==> src/rtl/core/b64d_pkg.sv <==
`timescale 1ns / 1ps
// ----------------------------------------------------------------------------
// b64d_pkg
// Shared widths, character codes and the base64url alphabet lookup.
// ----------------------------------------------------------------------------
package b64d_pkg;

    localparam int CharWidth   = 8;
    localparam int SextetWidth = 6;
    localparam int AccWidth    = 3 * SextetWidth;
    localparam int GroupWidth  = 4 * SextetWidth;
    localparam int ByteWidth   = 8;

    typedef logic [CharWidth-1:0]   char_t;
    typedef logic [SextetWidth-1:0] sextet_t;
    typedef logic [AccWidth-1:0]    acc_t;
    typedef logic [GroupWidth-1:0]  group_t;
    typedef logic [ByteWidth-1:0]   byte_t;
    typedef logic [1:0]             pos_t;

    localparam pos_t  PosLast     = 2'd3;
    localparam pos_t  ByteIdxLast = 2'd2;

    localparam char_t ChUpperA = 8'h41;
    localparam char_t ChUpperZ = 8'h5A;
    localparam char_t ChLowerA = 8'h61;
    localparam char_t ChLowerZ = 8'h7A;
    localparam char_t ChDigit0 = 8'h30;
    localparam char_t ChDigit9 = 8'h39;
    localparam char_t ChDash   = 8'h2D;
    localparam char_t ChUscore = 8'h5F;

    // '=' and anything outside the alphabet decode to zero
    function automatic sextet_t char_to_sextet(input char_t c);
        char_t d;
        d = '0;
        if (c >= ChUpperA && c <= ChUpperZ) begin
            d = c - ChUpperA;
        end else if (c >= ChLowerA && c <= ChLowerZ) begin
            d = c - ChLowerA + 8'd26;
        end else if (c >= ChDigit0 && c <= ChDigit9) begin
            d = c - ChDigit0 + 8'd52;
        end else if (c == ChDash) begin
            d = 8'd62;
        end else if (c == ChUscore) begin
            d = 8'd63;
        end
        return d[SextetWidth-1:0];
    endfunction

endpackage

==> src/rtl/core/base64url_stream_decoder_core.sv <==
`timescale 1ns / 1ps
// ----------------------------------------------------------------------------
// base64url_stream_decoder_core
// Decodes a base64url character stream into bytes, three per four characters.
// ----------------------------------------------------------------------------
// Input channel s_axis: one character per item in tdata, tlast on the final
// character of a message. Output channel m_axis: one decoded byte per item,
// tuser high on the third byte of each group, tlast on the third byte of a
// group that closed the message. A message ending on a partial group drops
// that group silently.
// Throughput: one character per cycle unless a held group stalls the input;
// a complete group loads into the output buffer on its fourth character and,
// with a ready receiver, drains one byte per cycle ahead of the next group.
// Latency: the first byte of a group is valid the cycle after the fourth
// character is accepted.
// If the receiver stalls, the output buffer holds its group and the input
// keeps taking characters until the next group completes; the fourth
// character then waits until the last byte of the held group is taken.
// Reset clears the group position, the accumulator and the output buffer.
// ----------------------------------------------------------------------------
module base64url_stream_decoder_core
(
    input  logic                         clk,
    input  logic                         rst_n,

    input  logic                         s_axis_tvalid,
    output logic                         s_axis_tready,
    input  logic [b64d_pkg::CharWidth-1:0] s_axis_tdata,  // [7:0] char_in
    input  logic                         s_axis_tlast,    // msg_end

    output logic                         m_axis_tvalid,
    input  logic                         m_axis_tready,
    output logic [b64d_pkg::ByteWidth-1:0] m_axis_tdata,  // [7:0] byte_out
    output logic                         m_axis_tuser,    // [0] group_last
    output logic                         m_axis_tlast     // message_last
);

    b64d_pkg::pos_t    pos_reg, pos_next;
    b64d_pkg::acc_t    acc_reg, acc_next;
    b64d_pkg::group_t  group_reg;
    b64d_pkg::pos_t    idx_reg;
    logic              out_valid_reg;
    logic              end_reg;
    b64d_pkg::sextet_t sextet;
    logic              in_accept;
    logic              out_accept;
    logic              load;
    logic              buf_free;

    assign sextet     = b64d_pkg::char_to_sextet(s_axis_tdata);
    assign out_accept = out_valid_reg && m_axis_tready;
    // buffer empties this cycle if its last byte is taken
    assign buf_free   = !out_valid_reg || (out_accept && idx_reg == b64d_pkg::ByteIdxLast);
    assign s_axis_tready = (pos_reg != b64d_pkg::PosLast) || buf_free;
    assign in_accept  = s_axis_tvalid && s_axis_tready;
    assign load       = in_accept && (pos_reg == b64d_pkg::PosLast);

    always_comb
    begin
        pos_next = pos_reg;
        acc_next = acc_reg;
        if (in_accept) begin
            if (pos_reg == b64d_pkg::PosLast || s_axis_tlast) begin
                pos_next = '0;
                acc_next = '0;
            end else begin
                pos_next = pos_reg + 2'd1;
                acc_next = {acc_reg[b64d_pkg::AccWidth-b64d_pkg::SextetWidth-1:0], sextet};
            end
        end
    end

    always_ff @(posedge clk or negedge rst_n)
    begin
        if (!rst_n) begin
            pos_reg       <= '0;
            acc_reg       <= '0;
            out_valid_reg <= 1'b0;
            idx_reg       <= '0;
            end_reg       <= 1'b0;
        end else begin
            pos_reg <= pos_next;
            acc_reg <= acc_next;
            if (load) begin
                out_valid_reg <= 1'b1;
                idx_reg       <= '0;
                end_reg       <= s_axis_tlast;
            end else if (out_accept) begin
                if (idx_reg == b64d_pkg::ByteIdxLast) begin
                    out_valid_reg <= 1'b0;
                end else begin
                    idx_reg <= idx_reg + 2'd1;
                end
            end
        end
    end

    always_ff @(posedge clk)
    begin
        if (load) begin
            group_reg <= {acc_reg, sextet};
        end
    end

    always_comb
    begin
        case (idx_reg)
            2'd0:    m_axis_tdata = group_reg[23:16];
            2'd1:    m_axis_tdata = group_reg[15:8];
            default: m_axis_tdata = group_reg[7:0];
        endcase
    end

    assign m_axis_tvalid = out_valid_reg;
    assign m_axis_tuser  = (idx_reg == b64d_pkg::ByteIdxLast);
    assign m_axis_tlast  = (idx_reg == b64d_pkg::ByteIdxLast) && end_reg;

    // a completed group starts draining from its high byte
    a_load_starts: assert property (@(posedge clk) disable iff (!rst_n)
        load |=> (out_valid_reg && idx_reg == 2'd0))
        else $error("group load did not start at high byte");

    // byte index never passes the third byte while draining
    a_idx_range: assert property (@(posedge clk) disable iff (!rst_n)
        out_valid_reg |-> (idx_reg != b64d_pkg::PosLast))
        else $error("byte index out of range");

    // message end always clears the group position
    a_end_clears: assert property (@(posedge clk) disable iff (!rst_n)
        (in_accept && s_axis_tlast) |=> (pos_reg == 2'd0 && acc_reg == '0))
        else $error("message end did not clear group state");

    // message_last only on a group's final byte
    a_last_on_group_end: assert property (@(posedge clk) disable iff (!rst_n)
        (m_axis_tvalid && m_axis_tlast) |-> m_axis_tuser)
        else $error("message_last without group_last");

    // a held group is never overwritten before its last byte leaves
    a_no_overwrite: assert property (@(posedge clk) disable iff (!rst_n)
        (load && out_valid_reg) |-> (out_accept && idx_reg == b64d_pkg::ByteIdxLast))
        else $error("output group overwritten");

endmodule
==> config.mk <==
export PLATFORM = sky130hd
export DESIGN_NAME = base64url_stream_decoder_core
export DESIGN_NICKNAME = d
export VERILOG_FILES = /design/src/rtl/core/b64d_pkg.sv /design/src/rtl/core/base64url_stream_decoder_core.sv
export SDC_FILE = /design/constraint.sdc
export NUM_CORES = 1
export LEC_CHECK = 0
export BUFFER_PORTS_ARGS = -buffer_cell sky130_fd_sc_hd__buf_2
export CORE_UTILIZATION = 60
export CTS_CLUSTER_DIAMETER = 80
export DETAILED_ROUTE_END_ITERATION = 10
export GPL_ROUTABILITY_DRIVEN = 0
export PLACE_DENSITY = 0.81
export REMOVE_ABC_BUFFERS = 1
export SKIP_CTS_REPAIR_TIMING = 1
export SYNTH_ARGS = -nofsm -noshare
export SYNTH_HDL_FRONTEND = slang
export SYNTH_SLANG_ARGS = --single-unit
==> constraint.sdc <==
create_clock -name clk -period 7.92 [get_ports clk]
set_input_delay 0 -clock clk [delete_from_list [all_inputs] [get_ports clk]]
set_output_delay 0 -clock clk [all_outputs]
set_load 0.05 [all_outputs]
# Yosys cells after proc, flatten, opt, wreduce, memory -nomap -nowiden
# Index checks and enable logic that the tools add are counted.
# totals
ff_bits	48
input_bits	13
output_inout_bits	12
wordCells	57
# classes
add_sub_neg	7
order_cmp	6
n_eq_ne	7
n_mux	14
reduce_logical	17
# ops
cell	count
two-way mux 6 bit	5
two-way mux 18 bit	1
greater-or-equal comparator 8 x 7 -> 1 bit (second input constant)	2
less-or-equal comparator 8 x 7 -> 1 bit (second input constant)	2
one-hot mux 8 bit (2 select lines)	1
subtractor 6 bit (second input constant)	2
equality test 8 x 6 -> 1 bit (second input constant)	1
equality test 8 x 7 -> 1 bit (second input constant)	1
greater-or-equal comparator 8 x 6 -> 1 bit (second input constant)	1
less-or-equal comparator 8 x 6 -> 1 bit (second input constant)	1
logical AND 1 bit	8
two-way mux 2 bit	4
adder 6 x 5 -> 6 bit (second input constant)	1
adder 6 bit (second input constant)	1
subtractor 6 x 1 -> 6 bit (second input constant)	1
adder 2 x 1 -> 2 bit (second input constant)	2
equality test 2 bit (second input constant)	2
AND reduction 2 bit	2
nonzero test 2 bit	2
logical OR 1 bit	3
two-way mux 1 bit	3
equality test 2 x 1 -> 1 bit (second input constant)	1
logical NOT 2 bit	1
inequality test 2 x 1 -> 1 bit (second input constant)	1
2 further kinds	2

# Logic depth before layout (Yosys ltp)
# Gate-level depths: netlist of the first run.
# depth
word_depth	8
mapped_depth	9
mapped_depth_nobuf	8

# Worst setup path after synthesis of the first run
# Ideal clock, no wire load.
# synth_path
kind	reg2reg
startpoint	register idx_reg[0]
endpoint	register end_reg
setup_time_ns	0.125
arrival_time_ns	3.300
path_slack_ns	4.495
stages_incl_launch_ff	8
path_buffers	0
period_less_slack_ns	3.425
path_cell_list	dfrtp_1 -> inv_1 -> ha_1 -> nand2_1 -> nand3_1 -> nand2_1 -> nor2_1 -> mux2_2
# synth_via
elab_chain_len	6
# synth_lines
item	line_no	text
from (decl)	base64url_stream_decoder_core.sv:41	b64d_pkg::pos_t idx_reg;
from (signal assigned)	base64url_stream_decoder_core.sv:92	idx_reg <= idx_reg + 2'd1;
equality test 2 bit	--	
named net m_axis_tuser	base64url_stream_decoder_core.sv:34	output logic m_axis_tuser,
logical AND 1 bit	base64url_stream_decoder_core.sv:53	assign buf_free = !out_valid_reg || (out_accept && idx_reg == b64d_pkg::ByteIdxLast);
logical OR 1 bit	base64url_stream_decoder_core.sv:53	
logical OR 1 bit	base64url_stream_decoder_core.sv:54	assign s_axis_tready = (pos_reg != b64d_pkg::PosLast) || buf_free;
named net s_axis_tready	base64url_stream_decoder_core.sv:27	output logic s_axis_tready,
logical AND 1 bit	base64url_stream_decoder_core.sv:55	assign in_accept = s_axis_tvalid && s_axis_tready;
logical AND 1 bit	base64url_stream_decoder_core.sv:56	assign load = in_accept && (pos_reg == b64d_pkg::PosLast);
named net load	base64url_stream_decoder_core.sv:47	logic load;
to (signal assigned)	base64url_stream_decoder_core.sv:87	end_reg <= s_axis_tlast;
to (decl)	base64url_stream_decoder_core.sv:43	logic end_reg;
# The timed path passes the listed nets, and every way through them passes these cells.
# A chain may end at the register's enable or synchronous reset.

# Worst setup path after layout of the first run
# layout_path
startpoint	register idx_reg[0]
endpoint	register group_reg[18] (enable)
# layout_via
elab_chain_len	6
# layout_lines
item	line_no	text
equality test 2 bit	base64url_stream_decoder_core.sv:53	
logical AND 1 bit	base64url_stream_decoder_core.sv:53	
logical OR 1 bit	base64url_stream_decoder_core.sv:53	
logical OR 1 bit	base64url_stream_decoder_core.sv:54	
logical AND 1 bit	base64url_stream_decoder_core.sv:55	
logical AND 1 bit	base64url_stream_decoder_core.sv:56	
named net load	base64url_stream_decoder_core.sv:47	
to (signal assigned)	base64url_stream_decoder_core.sv:101	group_reg <= {acc_reg, sextet};
to (decl)	base64url_stream_decoder_core.sv:40	b64d_pkg::group_t group_reg;
# The timed path passes the listed nets, and every way through them passes these cells.

==> results_dict.tcl, run 1 <==
set metrics [dict create \
    status "finished clean" \
    viasPerCell 6.13 \
    cpMostUsedCell "nand2_1" \
    synth_top_area_frac 0.306 \
    clock_path_buffers 2 \
    synth_most_common_cell "nand2_1" \
    slew_viol_final 0 \
    swShare 0.416 \
    ios 25 \
    yosys-top-cells-count "nand2_1 (31), dfrtp_1 (24), edfxtp_1 (24), a22o_1 (17), ha_1 (13)" \
    grt_pass1_wl_microns 7820 \
    cts.sinks 48 \
    drive_gt1_frac 0.186 \
    insertion_delay_ns 0.30 \
    ys_ff_latch 48 \
    die_h_microns 64.7 \
    insertedDiodeCount 0 \
    cts_made_buffers 5 \
    synthCells 199 \
    cap_violations 0 \
    hold_violations 0 \
    coreArea_sq_mm 0.00372 \
    yosysWarnings 0 \
    grtUsageMet3 0.0493 \
    hp-class "in -> reg" \
    drt_iter0_markers 122 \
    grt_pass1_vias 1635 \
    htree_levels 2 \
    fp.dieArea_sq_mm 0.00418 \
    yosysTopAreaCell "edfxtp_1" \
    clock-skew-final_ns 0.00713 \
    synth_area_leaders "edfxtp_1 (31%), dfrtp_1 (25%), ha_1 (6.9%)" \
    grt_max_degree 28 \
    overflow 0 \
    cp_cell_sequence "inv_1, ha_1, nand2_1, nand3_1, nand2_1, nor2_2, buf_4" \
    seq_area_sq_mm 0.00132 \
    ant_nets 0 \
    grtUsageMet2 0.416 \
    combinationalPowerShare 0.396 \
    ys_seq_area_frac 0.561 \
    slowest_delay_ns 0.42 \
    ys_async_sr_fraction 0.500 \
    worstPathArrival_ns 2.23 \
    fin_crit_ns 2.26 \
    synthesis.area_sq_mm 0.00236 \
    route.detailed.drc 0 \
    seqPwrFrac 0.403 \
    path_max_fanout 27 \
    area_growth_pct 10.2 \
    rsz0062_at_grt "no" \
    crit_required_ns 7.89 \
    setup_tns_ns 0 \
    tightest_slew_ns 0.705 \
    avgSynthCellArea_sq_um 11.8 \
    power_density_mw_per_mm2 282 \
    synth_cell_types 44 \
    p_leak_nw 1.17 \
    dp_hpwl_microns 3310 \
    crit_path_top_delay_cell "nand2_1" \
    end_kind "flip-flop" \
    multi_input_area_sq_um 932 \
    use_met1 0.332 \
    track_usage 0.254 \
    p_clk_frac 0.201 \
    grt.busiest_layer "met2" \
    setup_viol 0 \
    largest_reg_flops 24 \
    cts_tree "done" \
    initial_utilization 0.634 \
    rows 22 \
    fin_hold_ws_ns 0.0389 \
    intPower_w 0.000428 \
    wirelength_microns 4550 \
    synth_edf_count 24 \
    peakVddDrop_mv 0.177 \
    crit_type "reg -> reg" \
    maxSlewHeadroom 0.529 \
    port_buffers 24 \
    clk_pin_slew_ns 0.09 \
    root_buffer "clkbuf_8" \
    fillers 272 \
    first_pass_iters 6 \
    die_w_microns 64.7 \
    vias 1680 \
    fmaxAchievable_mhz 442 \
    nNetsFinal 251 \
    ys.flop_type "edfxtp_1" \
    wl_per_cell_microns 16.6 \
    antenna_found_initial 0 \
    power_switching_w 0.000305 \
    cp-start-kind "flip-flop" \
    fin_crit_sh 0.286 \
]
cell usage in the layout, fill, tap and decap left out, types with 2 or more instances in the layout:
| cell | instances |
|---|---|
| clkbuf_8 | 6 |
| nand2_1 | 31 |
| nor3_1 | 2 |
| a21o_1 | 3 |
| nand4_1 | 4 |
| edfxtp_1 | 24 |
| inv_1 | 9 |
| dlygate4sd3_1 | 2 |
| clkinvlp_4 | 2 |
| a22oi_1 | 8 |
| o21ai_0 | 6 |
| buf_2 | 24 |
| nor2_1 | 6 |
| xnor2_1 | 4 |
| ha_1 | 13 |
| o22ai_1 | 2 |
| a21oi_1 | 6 |
| and3_2 | 2 |
| a22o_1 | 17 |
| nand3_1 | 5 |
| dfrtp_1 | 24 |
power groups by stage:
stage	logic, W	clock network [W]	registers (W)
2_1_floorplan	0.000215	0	0.000305
3_3_place_gp	0.000282	0	0.000298
3_5_place_dp	0.000291	0	0.000301
4_1_cts	0.000291	0.000151	0.000295
5_1_grt	0.000313	0.000161	0.000298
6_report	0.000290	0.000148	0.000295
path summary, 6_finish.rpt:
kind | from | end | slack [ns] | cells past startpoint
max in group asynchronous | rst_n | acc_reg[3] | 7.35 | 2
max reg2reg | idx_reg[0] | group_reg[18] | 5.66 | 7
min reg2reg | acc_reg[15] | group_reg[21] | 0.46 | 0
max | idx_reg[0] | group_reg[18] | 5.66 | 7
min | m_axis_tready | m_axis_tvalid | 0.04 | 3
min in group asynchronous | rst_n | idx_reg[0] | 0.21 | 2
stage by stage:
step | worst slack [ns] | instance area [sq um] | std cells | utilization | total power [W]
global route | 5.42 | 2600 | 274 | 0.699 | 0.000772
detailed placement | 5.67 | 2480 | 264 | 0.667 | 0.000592
CTS | 5.66 | 2580 | 272 | 0.693 | 0.000738
finish | 5.66 | 2600 | 274 | 0.699 | 0.000733
global placement | 5.77 | 2480 | 264 | 0.667 | 0.000580
floorplan | 4.14 | 2290 | 191 | - | 0.000520
metal layers:
| layer | wire [microns] | vias up |
|---|---|---|
| met5 | 0 | - |
| met4 | 108 | 0 |
| met1 | 1940 | 798 |
| li1 | - | 786 |
| met3 | 260 | 11 |
| met2 | 2240 | 85 |
kinds of logic after synthesis:
family,synth area share
and+or+nand+nor,0.124
AOI/OAI and AO/OA,0.177
DFF,0.561
buffers and inverters,0.0446
adders and majority gates,0.0690
xor gates and xnor gates,0.0149
muxes,0.00903
layout make-up:
type,count,share of cell area
clock buffers,6,0.0318
multi-input cells,133,0.359
well taps,48,0.0231
repair buffers,27,0.0569
inverters,10,0.0145
flip-flops and latches,48,0.509
clock inverters,2,0.00578
critical path: cells and delay by family, from the launching register on:
family,cells,cell delay (ns)
simple gates,4,0.87
buf+inv,2,0.46
flops,1,0.39
fa+ha+maj,1,0.20
No activity file was read; power rests on OpenSTA's default activity.
==> run 2, diff against run 1 <==
--- a/config.mk
+++ b/config.mk
@@ -6,11 +6,11 @@
 export NUM_CORES = 1
 export LEC_CHECK = 0
 export BUFFER_PORTS_ARGS = -buffer_cell sky130_fd_sc_hd__buf_2
-export CORE_UTILIZATION = 60
+export CORE_UTILIZATION = 52
 export CTS_CLUSTER_DIAMETER = 80
 export DETAILED_ROUTE_END_ITERATION = 10
 export GPL_ROUTABILITY_DRIVEN = 0
-export PLACE_DENSITY = 0.81
+export PLACE_DENSITY = 0.75
 export REMOVE_ABC_BUFFERS = 1
 export SKIP_CTS_REPAIR_TIMING = 1
 export SYNTH_ARGS = -nofsm -noshare
==> constraint.sdc (replaced) <==
create_clock -name clk -period 1.84 [get_ports clk]
set_input_delay 0 -clock clk [delete_from_list [all_inputs] [get_ports clk]]
set_output_delay 0 -clock clk [all_outputs]
set_load 0.05 [all_outputs]
==> run 2 against run 1 <==
  * Die area grew 15%
  * Clock skew is essentially flat
  * Register-to-register slack got worse by 5.5 ns
  * Critical path type is now reg -> out
  * Worst hold slack worse by 0.024 ns
  * Via count down 0.71%
  * Critical path depth unchanged
  * Highest routed layer unchanged
  * Power rose to 4.9 times the previous value
==> results_dict.tcl, run 2 (same netlist as run 1, synthesis figures left out) <==
set metrics [dict create \
    grt.busiest_layer "met2" \
    use_met1 0.267 \
    viasPerCell 5.75 \
    insertion_delay_ns 0.30 \
    maxSlewHeadroom 0.643 \
    clock-skew-final_ns 0.00744 \
    tightest_slew_ns 0.535 \
    setup_viol 0 \
    ios 25 \
    cts_made_buffers 5 \
    worstReg2RegStart "idx_reg[0]" \
    status "finished clean" \
    peakVddDrop_mv 0.490 \
    root_buffer "clkbuf_8" \
    wl_per_cell_microns 15.4 \
    dp_hpwl_microns 3180 \
    crit_required_ns 1.84 \
    first_pass_iters 4 \
    htree_levels 2 \
    initial_utilization 0.541 \
    p_leak_nw 1.27 \
    drt_iter0_markers 114 \
    largest_reg_flops 24 \
    die_h_microns 69.3 \
    ant_nets 0 \
    hp-class "in -> reg" \
    antenna_found_initial 0 \
    timing.final.ws_setup_ns 0.151 \
    clock_path_buffers 2 \
    die_w_microns 69.3 \
    end_kind "output port" \
    slew_viol_final 0 \
    hold_violations 0 \
    worstPathArrival_ns 1.69 \
    clk_pin_slew_ns 0.08 \
    track_usage 0.197 \
    wirelength_microns 4470 \
    power_density_mw_per_mm2 1310 \
    route.detailed.drc 0 \
    fmaxAchievable_mhz 592 \
    cts_tree "done" \
    insertedDiodeCount 0 \
    fin_crit_ns 1.69 \
    cp-start-kind "flip-flop" \
    rows 24 \
    overflow 0 \
    cap_violations 0 \
    final_common_cell "nand2_1" \
    coreArea_sq_mm 0.00435 \
    final_cell_mix "nand2_1 (31), dfrtp_1 (24), edfxtp_1 (24), buf_2 (24), a22o_1 (17)" \
    drive_gt1_frac 0.227 \
    r2r_slack_ns 0.19 \
    grtUsageMet2 0.323 \
    vias 1668 \
    cts.sinks 48 \
    nNetsFinal 263 \
    fp.dieArea_sq_mm 0.00480 \
    grt_max_degree 28 \
    fin_crit_sh 0.918 \
    grtUsageMet3 0.0392 \
    area_growth_pct 17.4 \
    fin_hold_ws_ns 0.0144 \
    holdCritStartpoint "m_axis_tready" \
    grt_pass1_wl_microns 7420 \
    grt_pass1_vias 1577 \
    crit_type "reg -> out" \
    rsz0062_at_grt "no" \
    path_max_fanout 5 \
    critPathLaunch "idx_reg[0]" \
    dp_slack_ns 0.0512 \
    port_buffers 24 \
]
run 2: layer usage:
| metal | wire [microns] | up-vias | part of all wire |
|---|---|---|---|
| li1 | - | 818 | - |
| met1 | 2100 | 810 | 0.47 |
| met2 | 2160 | 36 | 0.48 |
| met3 | 164 | 4 | 0.037 |
| met4 | 36 | 0 | 0.0081 |
| met5 | 0 | - | 0 |
run 2: path summary, 6_finish.rpt:
path | end | depth (start not counted)
worst max-delay path | m_axis_tdata[0] | 7
worst min-delay path | m_axis_tvalid | 3
worst max register to register | group_reg[3] | 7
worst min register to register | group_reg[18] | 0
max in group asynchronous | acc_reg[3] | 2
min in group asynchronous | acc_reg[12] | 2
run 2: area by class of cell:
class | count | area [sq um]
clock buffer | 5 | 68.8
clock inverter | 3 | 90.1
fill | 330 | 1590
inverter | 10 | 37.5
multi-input combinational | 133 | 932
sequential | 48 | 1320
tap | 52 | 65.1
timing repair buffer | 39 | 250
run 2: worst max-delay path, cell delays in order (launching register included):
cell	delay, ns
dfrtp_1	0.36
inv_1	0.08
ha_1	0.25
nor2_1	0.16
buf_4	0.16
nand2_1	0.05
nand2_1	0.06
buf_2	0.26
run 2: power by group:
group / leakage, nW / internal [W] / total (W) / switching, W
clock: 0.0784 / 0.000679 / 0.00102 / 0.000339
combinational: 0.644 / 0.000403 / 0.00134 / 0.000935
sequential: 0.546 / 0.00121 / 0.00127 / 0.0000514
total: 1.27 / 0.00230 / 0.00362 / 0.00133
run 2: stage by stage:
| stage | TNS, ns | std cells | utilization | total power, W | area [sq um] |
|---|---|---|---|---|---|
| global route | 0 | 290 | 0.635 | 0.00377 | 2770 |
| finish | 0 | 290 | 0.635 | 0.00362 | 2770 |
| global placement | 0 | 280 | 0.594 | 0.00261 | 2590 |
| detailed placement | 0 | 280 | 0.594 | 0.00263 | 2590 |
| CTS | 0 | 288 | 0.630 | 0.00363 | 2750 |
| floorplan | -60.52 | 191 | - | 0.00224 | 2290 |
==> run 3, diff against run 2 <==
--- a/config.mk
+++ b/config.mk
@@ -10,6 +10,7 @@
 export CTS_CLUSTER_DIAMETER = 80
 export DETAILED_ROUTE_END_ITERATION = 10
 export GPL_ROUTABILITY_DRIVEN = 0
+export MAX_ROUTING_LAYER = met4
 export PLACE_DENSITY = 0.75
 export REMOVE_ABC_BUFFERS = 1
 export SKIP_CTS_REPAIR_TIMING = 1
==> run 3 against run 2 <==
  * Final cell count unchanged
  * Power down 0.10%
  * Routed wire length down 0.11%
  * Design area unchanged
  * Critical path depth unchanged
  * Critical path type unchanged
  * Largest cell class unchanged
  * Highest routed layer unchanged
==> results_dict.tcl, run 3 (same netlist as run 1, synthesis figures left out) <==
set metrics [dict create \
    port_buffers 24 \
    route.detailed.drc 0 \
    slew_viol_final 0 \
    crit_required_ns 1.84 \
    dp_slack_ns 0.0512 \
    hp-class "in -> reg" \
    htree_levels 2 \
    grt_max_degree 28 \
    cts_made_buffers 5 \
    fin_util 0.635 \
    final_cell_area_sq_mm 0.00277 \
    cts_tree "done" \
    holdCritStartpoint "m_axis_tready" \
    fmaxAchievable_mhz 594 \
    crit_family "buffers and inverters" \
    cp_num_buf_inv 3 \
    dp_hpwl_microns 3180 \
    path_max_fanout 5 \
    cpMostUsedCell "nand2_1" \
    crit_type "reg -> out" \
    clk_pin_slew_ns 0.08 \
    end_kind "output port" \
    status "finished clean" \
    insertion_delay_ns 0.30 \
    wl_per_cell_microns 15.4 \
    die_w_microns 69.3 \
    fin_hold_ws_ns 0.0159 \
    drive_gt1_frac 0.227 \
    root_buffer "clkbuf_8" \
    initial_utilization 0.541 \
    crit_path_top_delay_cell "dfrtp_1" \
    timing.final.ws_setup_ns 0.157 \
    clock_path_buffers 2 \
    ant_nets 0 \
    tightest_slew_ns 0.529 \
    vias 1669 \
    track_usage 0.204 \
    fin_crit_ns 1.68 \
    area_growth_pct 17.4 \
    hold_violations 0 \
    insertedDiodeCount 0 \
    cts.sinks 48 \
    fp.dieArea_sq_mm 0.00480 \
    slowest_delay_ns 0.36 \
    viasPerCell 5.76 \
    rsz0062_at_grt "no" \
    worstPathArrival_ns 1.68 \
    ios 25 \
    worstReg2RegStart "idx_reg[0]" \
    drt_iter0_markers 107 \
    final_common_cell "nand2_1" \
    place_area_sq_mm 0.00259 \
    grt_pass1_wl_microns 7430 \
    cap_violations 0 \
    wirelength_microns 4460 \
    final_cells 290 \
    nNetsFinal 263 \
    maxSlewHeadroom 0.647 \
    power_density_mw_per_mm2 1310 \
    dp.cells 280 \
    coreArea_sq_mm 0.00435 \
    p_leak_nw 1.27 \
    rows 24 \
    final_cell_mix "nand2_1 (31), dfrtp_1 (24), edfxtp_1 (24), buf_2 (24), a22o_1 (17)" \
    clock-skew-final_ns 0.00741 \
    grt_pass1_vias 1574 \
    cp_cell_sequence "inv_1, ha_1, nor2_1, buf_4, nand2_1, nand2_1, buf_2" \
    peakVddDrop_mv 0.490 \
    overflow 0 \
    critPathLaunch "idx_reg[0]" \
    cp-start-kind "flip-flop" \
    largest_reg_flops 24 \
    setup_viol 0 \
    antenna_found_initial 0 \
    die_h_microns 69.3 \
    fin_crit_sh 0.915 \
    first_pass_iters 4 \
]
==> run 3: cell counts in the layout (fill, tap and decap cells not counted) <==
Identical to the previous run, type by type.
==> run 3: stage by stage <==
step / power [W] / setup TNS [ns]
floorplan: 0.00224 / -60.52
global placement: 0.00261 / 0
detailed placement: 0.00263 / 0
CTS: 0.00363 / 0
global route: 0.00378 / 0
finish: 0.00362 / 0
==> run 3: area by class of cell <==
class / count / area [sq um]
Clock inverter: 3 / 90.1
Timing Repair Buffer: 39 / 250
Clock buffer: 5 / 68.8
Inverter: 10 / 37.5
Multi-Input combinational cell: 133 / 932
Tap cell: 52 / 65.1
Fill cell: 330 / 1590
Sequential cell: 48 / 1320
==> run 3: worst reg2reg max path, cell delays in order, from the launching register on <==
cell and delay, ns:
dfrtp_1 0.39, inv_1 0.12, ha_1 0.20, nand2_1 0.08, nand3_1 0.09, nand2_1 0.08, nor2_2 0.16, buf_12 0.22
==> run 3: metal layers <==
metal | up-vias | share of wire | GRT usage
met3 | 4 | 0.037 | 0.0392
met1 | 808 | 0.47 | 0.269
met5 | - | 0 | -
met2 | 41 | 0.49 | 0.321
li1 | 816 | - | -
met4 | 0 | 0.0081 | 0.0612
==> run 3: report_power, final <==
| group | internal (W) | switching (W) |
|---|---|---|
| clock network | 0.000679 | 0.000336 |
| registers | 0.00121 | 0.0000513 |
| logic | 0.000403 | 0.000935 |
==> run 3: path summary, 6_finish.rpt <==
kind,slack [ns],cells after the start,end
max,0.16,7,m_axis_tdata[6]
min in group asynchronous,0.21,2,acc_reg[12]
max reg2reg,0.20,7,group_reg[19]
max in group asynchronous,1.27,2,acc_reg[3]
min,0.02,3,m_axis_tvalid
min reg2reg,0.46,0,group_reg[18]
